## config.mk

```make
export PLATFORM = sky130hd
export DESIGN_NAME = ztf_cell
export DESIGN_NICKNAME = d
export VERILOG_FILES = /design/src/sv/ztf_pkg.sv /design/src/sv/ztf_cell.sv
export SDC_FILE = /design/constraint.sdc
export NUM_CORES = 2
export LEC_CHECK = 0
export ABC_AREA = 0
export ABC_CLOCK_PERIOD_IN_PS = 26900
export BUFFER_PORTS_ARGS = -buffer_cell sky130_fd_sc_hd__buf_4
export CAP_MARGIN = 5
export CORE_MARGIN = 4
export CORE_UTILIZATION = 40
export CTS_CLUSTER_DIAMETER = 50
export DETAILED_ROUTE_END_ITERATION = 10
export GPL_TIMING_DRIVEN = 0
export PLACE_DENSITY = 0.6
export RECOVER_POWER = 100
export SETUP_SLACK_MARGIN = 0.05
export SLEW_MARGIN = 5
export SYNTH_ARGS = -nofsm -noshare
export SYNTH_HDL_FRONTEND = slang
export SYNTH_SLANG_ARGS = --single-unit
```

## constraint.sdc

```tcl
create_clock -name clk -period 26.9 [get_ports clk]
set_input_delay 5.38 -clock clk [delete_from_list [all_inputs] [get_ports clk]]
set_output_delay 5.38 -clock clk [all_outputs]
set_load 0.01 [all_outputs]
```

## src/sv/ztf_pkg.sv

```systemverilog
// ztf_pkg: shared types and codes for the zone track filter
// no dependencies; imported by the cells and the top level
`timescale 1ns / 1ps

package ztf_pkg;

    localparam logic CMD_LOAD = 1'b0;
    localparam logic CMD_TEST = 1'b1;

    localparam int MIN_VERTICES = 3;

    // store size and coordinate width, fixed by the port widths
    localparam int MAX_VERTICES = 16;
    localparam int COORD_BITS   = 16;

    // test token passed from cell to cell
    typedef struct packed {
        logic valid;
        logic parity;
        logic on_edge;
    } ztf_tok_t;

endpackage

```

## src/sv/ztf_cell.sv

```systemverilog
// ztf_cell: one zone vertex and the edge test that ends at it
// depends on ztf_pkg
`timescale 1ns / 1ps

module ztf_cell
    import ztf_pkg::*;
#(
    parameter int COORD_BITS = 16
)
(
    input  logic                  clk,
    input  logic                  rst_n,
    input  logic                  wr_en,
    input  logic [COORD_BITS-1:0] wr_x,
    input  logic [COORD_BITS-1:0] wr_y,
    input  logic                  cell_en,
    input  logic [COORD_BITS-1:0] prev_x,
    input  logic [COORD_BITS-1:0] prev_y,
    input  logic [COORD_BITS+1:0] pt_x,
    input  logic [COORD_BITS+1:0] pt_y,
    output logic [COORD_BITS-1:0] vert_x,
    output logic [COORD_BITS-1:0] vert_y,
    input  ztf_tok_t              tok_in,
    output ztf_tok_t              tok_out
);

    localparam int D = COORD_BITS + 4;

    logic [COORD_BITS-1:0] vx_reg, vy_reg;
    ztf_tok_t              tok_reg, tok_next;

    logic signed [D-1:0]   ax, ay, bx, by, px, py;
    logic signed [2*D-1:0] p1, p2;
    logic                  in_box, on_line, crosses, right;

    // doubled coordinates
    assign ax = $signed(D'({prev_x, 1'b0}));
    assign ay = $signed(D'({prev_y, 1'b0}));
    assign bx = $signed(D'({vx_reg, 1'b0}));
    assign by = $signed(D'({vy_reg, 1'b0}));
    assign px = $signed(D'(pt_x));
    assign py = $signed(D'(pt_y));

    assign p1 = (py - ay) * (bx - ax);
    assign p2 = (px - ax) * (by - ay);

    assign in_box  = (px >= ax || px >= bx) && (px <= ax || px <= bx) &&
                     (py >= ay || py >= by) && (py <= ay || py <= by);
    assign on_line = (p1 == p2) && in_box;
    assign crosses = (ay > py) != (by > py);
    assign right   = (by > ay) ? (p1 > p2) : (p1 < p2);

    always_comb
    begin
        tok_next = tok_in;
        if (cell_en && tok_in.valid)
        begin
            if (on_line)
                tok_next.on_edge = 1'b1;
            if (crosses && right)
                tok_next.parity = ~tok_in.parity;
        end
    end

    always_ff @(posedge clk or negedge rst_n)
    begin
        if (!rst_n)
        begin
            vx_reg  <= '0;
            vy_reg  <= '0;
            tok_reg <= '0;
        end
        else
        begin
            tok_reg <= tok_next;
            if (wr_en)
            begin
                vx_reg <= wr_x;
                vy_reg <= wr_y;
            end
        end
    end

    assign vert_x  = vx_reg;
    assign vert_y  = vy_reg;
    assign tok_out = tok_reg;

endmodule
```

==> results.py <==
metrics = {
    "status": {
        "status": "complete, but fails checks",
        "violations": "max-capacitance violations, max-slew violations",
    },
    "clock_tree": {
        "clk_path_buf_depth": 2,
        "cts_max_level": 2,
        "cts_root_buf": "clkbuf_16",
        "path_clk_slew_ns": 0.07,
        "cts_tree": "yes",
        "clock_sinks": 35,
        "cts_made_buffers": 5,
        "cts_setup_buffers": 0,
        "insertion_delay_ns": 0.32,
        "hold_buffers": 0,
        "postCtsResizedCells": 0,
    },
    "sta": {
        "setup_ws_ns": 9.616,
        "fin_skew_ns": 0.01269,
        "drv_slew": 36,
        "min_period_over_period_pct": 64.25,
        "hold_viol_final": 0,
        "period_minus_slack_ns": 17.28,
        "whs_ns": 0.6294,
        "tns_ns": 0,
        "setup-violations-final": 0,
        "max_slew_margin_pct": -51.63,
        "rsz0062_at_grt": "no",
        "tightestPinTransition_ns": 2.274,
        "fmax_mhz": 57.86,
    },
    "final_layout": {
        "fin_nets": 4711,
        "area_growth_pct": 7.862,
        "finalNonFillerCells": 4566,
        "fillers": 7542,
        "drive_gt1_share_pct": 4.701,
    },
    "worst_setup_path": {
        "cp_data_required_time_ns": 27.06,
        "crit_path_max_fanout": 10,
        "slowest_delay_ns": 1.04,
        "crit_path_end_kind": "flip-flop",
        "slowest_stage": "xor2_1",
        "cp_common_cell": "fa_1",
        "startpoint_type": "input pin",
        "regToRegEndpoint": "tok_out[1]",
        "worstPathArrival_ns": 17.44,
        "critical_path_class": "input pin to flip-flop",
        "r2r_start": "vert_x[0]",
        "rrSetupSlack_ns": 14.33,
        "r2r_cells": 38,
    },
    "yosys": {
        "synth_seq_cells": 35,
        "yosys_most_used_dff": "dfrtp_1",
        "ys_types": 76,
        "synth-seq-area-share_pct": 2.909,
        "synthArstFlopShare_pct": 100.0,
        "synth_cells": 3447,
        "netlist_area_sq_mm": 0.03011,
        "synth_edf_count": 0,
        "syn_nets": 4564,
        "yosys_warnings": 0,
        "syn_avg_cell_area_sq_um": 8.736,
    },
    "global_route": {
        "grt_pass1_vias": 24600,
        "grt_max_degree": 36,
        "antenna_found_initial": 9,
        "grt_pass1_wl_um": 144700,
        "gr-total-overflow": 0,
        "grt_usage_pct": 24.18,
    },
    "run": {
        "drv_cap": 1,
    },
    "floorplan": {
        "start_util_pct": 40.38,
        "die_x_um": 282.4,
        "die_area_sq_mm": 0.07973,
        "core_sq_mm": 0.07457,
        "top_level_ports": 142,
        "row_count": 100,
        "die_y_um": 282.4,
    },
    "route": {
        "routed_wl_um": 93840,
        "vias_per_cell": 5.224,
        "first_pass_iters": 5,
        "wire_per_inst_um": 20.55,
        "drc": 0,
        "postRouteAntennaNets": 0,
        "vias": 23850,
        "drt_iter0_markers": 1937,
    },
    "placed_design": {
        "dpl.cell_count": 4555,
        "gp_congestion": 0.9511,
        "dp_hpwl_um": 82140,
        "pre_cts_slack_ns": 9.822,
        "port_buffers": 137,
    },
    "hold_path": {
        "min-delay-path-class": "flip-flop to flip-flop",
        "hold_path_depth": 1,
        "hold_path.startpoint": "vert_y[6]",
        "hold-path-endpoint": "vert_y[6]",
    },
}
[critical path: cells and delay by family]
family / cells / cell delay (ns)
AOI/OAI and AO/OA: 13 / 3.99
xor gates and xnor gates: 3 / 1.38
adders and majority gates: 10 / 4.19
buffers and inverters: 6 / 1.06
and+or+nand+nor: 6 / 1.37
[how the worst max path moves through the flow]
stage,from,end,depth (start not counted)
3_5_place_dp,prev_x[0],tok_out[1],41
3_3_place_gp,prev_x[0],tok_out[1],41
6_report,prev_x[0],tok_out[1],38
5_1_grt,prev_x[0],tok_out[1],38
2_1_floorplan,pt_y[1],tok_out[1],40
4_1_cts,prev_x[0],tok_out[1],41
[placed cells by master, fill, tap and decap left out, types with 35 or more instances in the layout]
cell	count
a21o_1	59
nand2b_1	54
buf_4	101
xor2_1	59
xnor2_1	99
a21oi_1	85
o21ai_0	68
fa_1	656
dfrtp_1	35
clkbuf_1	121
nor2_1	357
inv_1	761
nand2_1	397
ha_1	354
[registers in the layout, indices dropped and copies added (netlist names)]
name / flops
vert_x: 16
vert_y: 16
tok_out: 3
[cells by family after synthesis]
logic type | share of synthesized area (%)
buffers and inverters | 10.70
muxes | 0.5610
and+or+nand+nor | 14.02
AOI/OAI and AO/OA | 8.556
adders and majority gates | 58.32
DFF | 2.909
xor gates and xnor gates | 4.936
[cell usage after synthesis, types with 4 or more instances]
cell,instances,share of area [%]
xnor2_1,105,3.1
inv_1,761,9.5
a211o_1,4,0.12
a21oi_1,85,1.4
nand2b_1,54,1.1
a21boi_1,7,0.17
clkbuf_1,83,1.0
o311ai_1,4,0.12
buf_2,4,0.066
and3_1,10,0.21
a211oi_1,18,0.45
nand4_1,29,0.60
a21oi_2,4,0.12
o21ai_0,67,1.1
o21a_1,21,0.52
fa_1,656,44
buf_1,4,0.050
nand2_1,397,4.9
or2_2,9,0.19
ha_1,354,15
xor2_1,61,1.8
and2_1,33,0.69
nor2b_1,21,0.44
mux2_2,15,0.56
a21o_1,59,1.5
nand3_1,14,0.23
a31oi_1,9,0.19
or3_1,8,0.17
nor3_1,25,0.42
o31ai_1,12,0.30
o21bai_1,17,0.42
o211ai_1,4,0.10
o22ai_1,5,0.10
nor2_1,357,4.5
dfrtp_1,35,2.9
o21ai_1,26,0.43
[cell type report]
cell class | count | area, sq um | share of cell area [%]
flip-flops and latches | 35 | 875.8 | 2.697
inverters | 763 | 2864 | 8.818
repair buffers | 140 | 923.4 | 2.843
clock inverters | 3 | 47.55 | 0.1464
diodes | 2 | 5.005 | 0.01541
well taps | 969 | 1212 | 3.733
clock buffers | 5 | 125.1 | 0.3852
plain buffers | 92 | 357.8 | 1.102
multi-input cells | 2557 | 26070 | 80.26
[per-stage QoR]
stage,instance area [sq um],utilization (%)
after floorplan,30110,-
after global placement,32350,43.38
after detailed placement,32400,43.45
after CTS,32580,43.69
after global routing,32480,43.55
final,32480,43.55
[per-layer routing]
layer  global-route usage (%)  vias to the layer above  part of all wire [%]
met3                    6.867                      128                    10
li1                         -                    10860                     -
met1                    34.44                    11990                    44
met2                    37.08                      870                    43
met5                        0                        -                 0.035
met4                    4.965                        4                   2.5
Power is not shown: default switching activity piles up to over one toggle a cycle in this logic, so the estimate is an artifact.
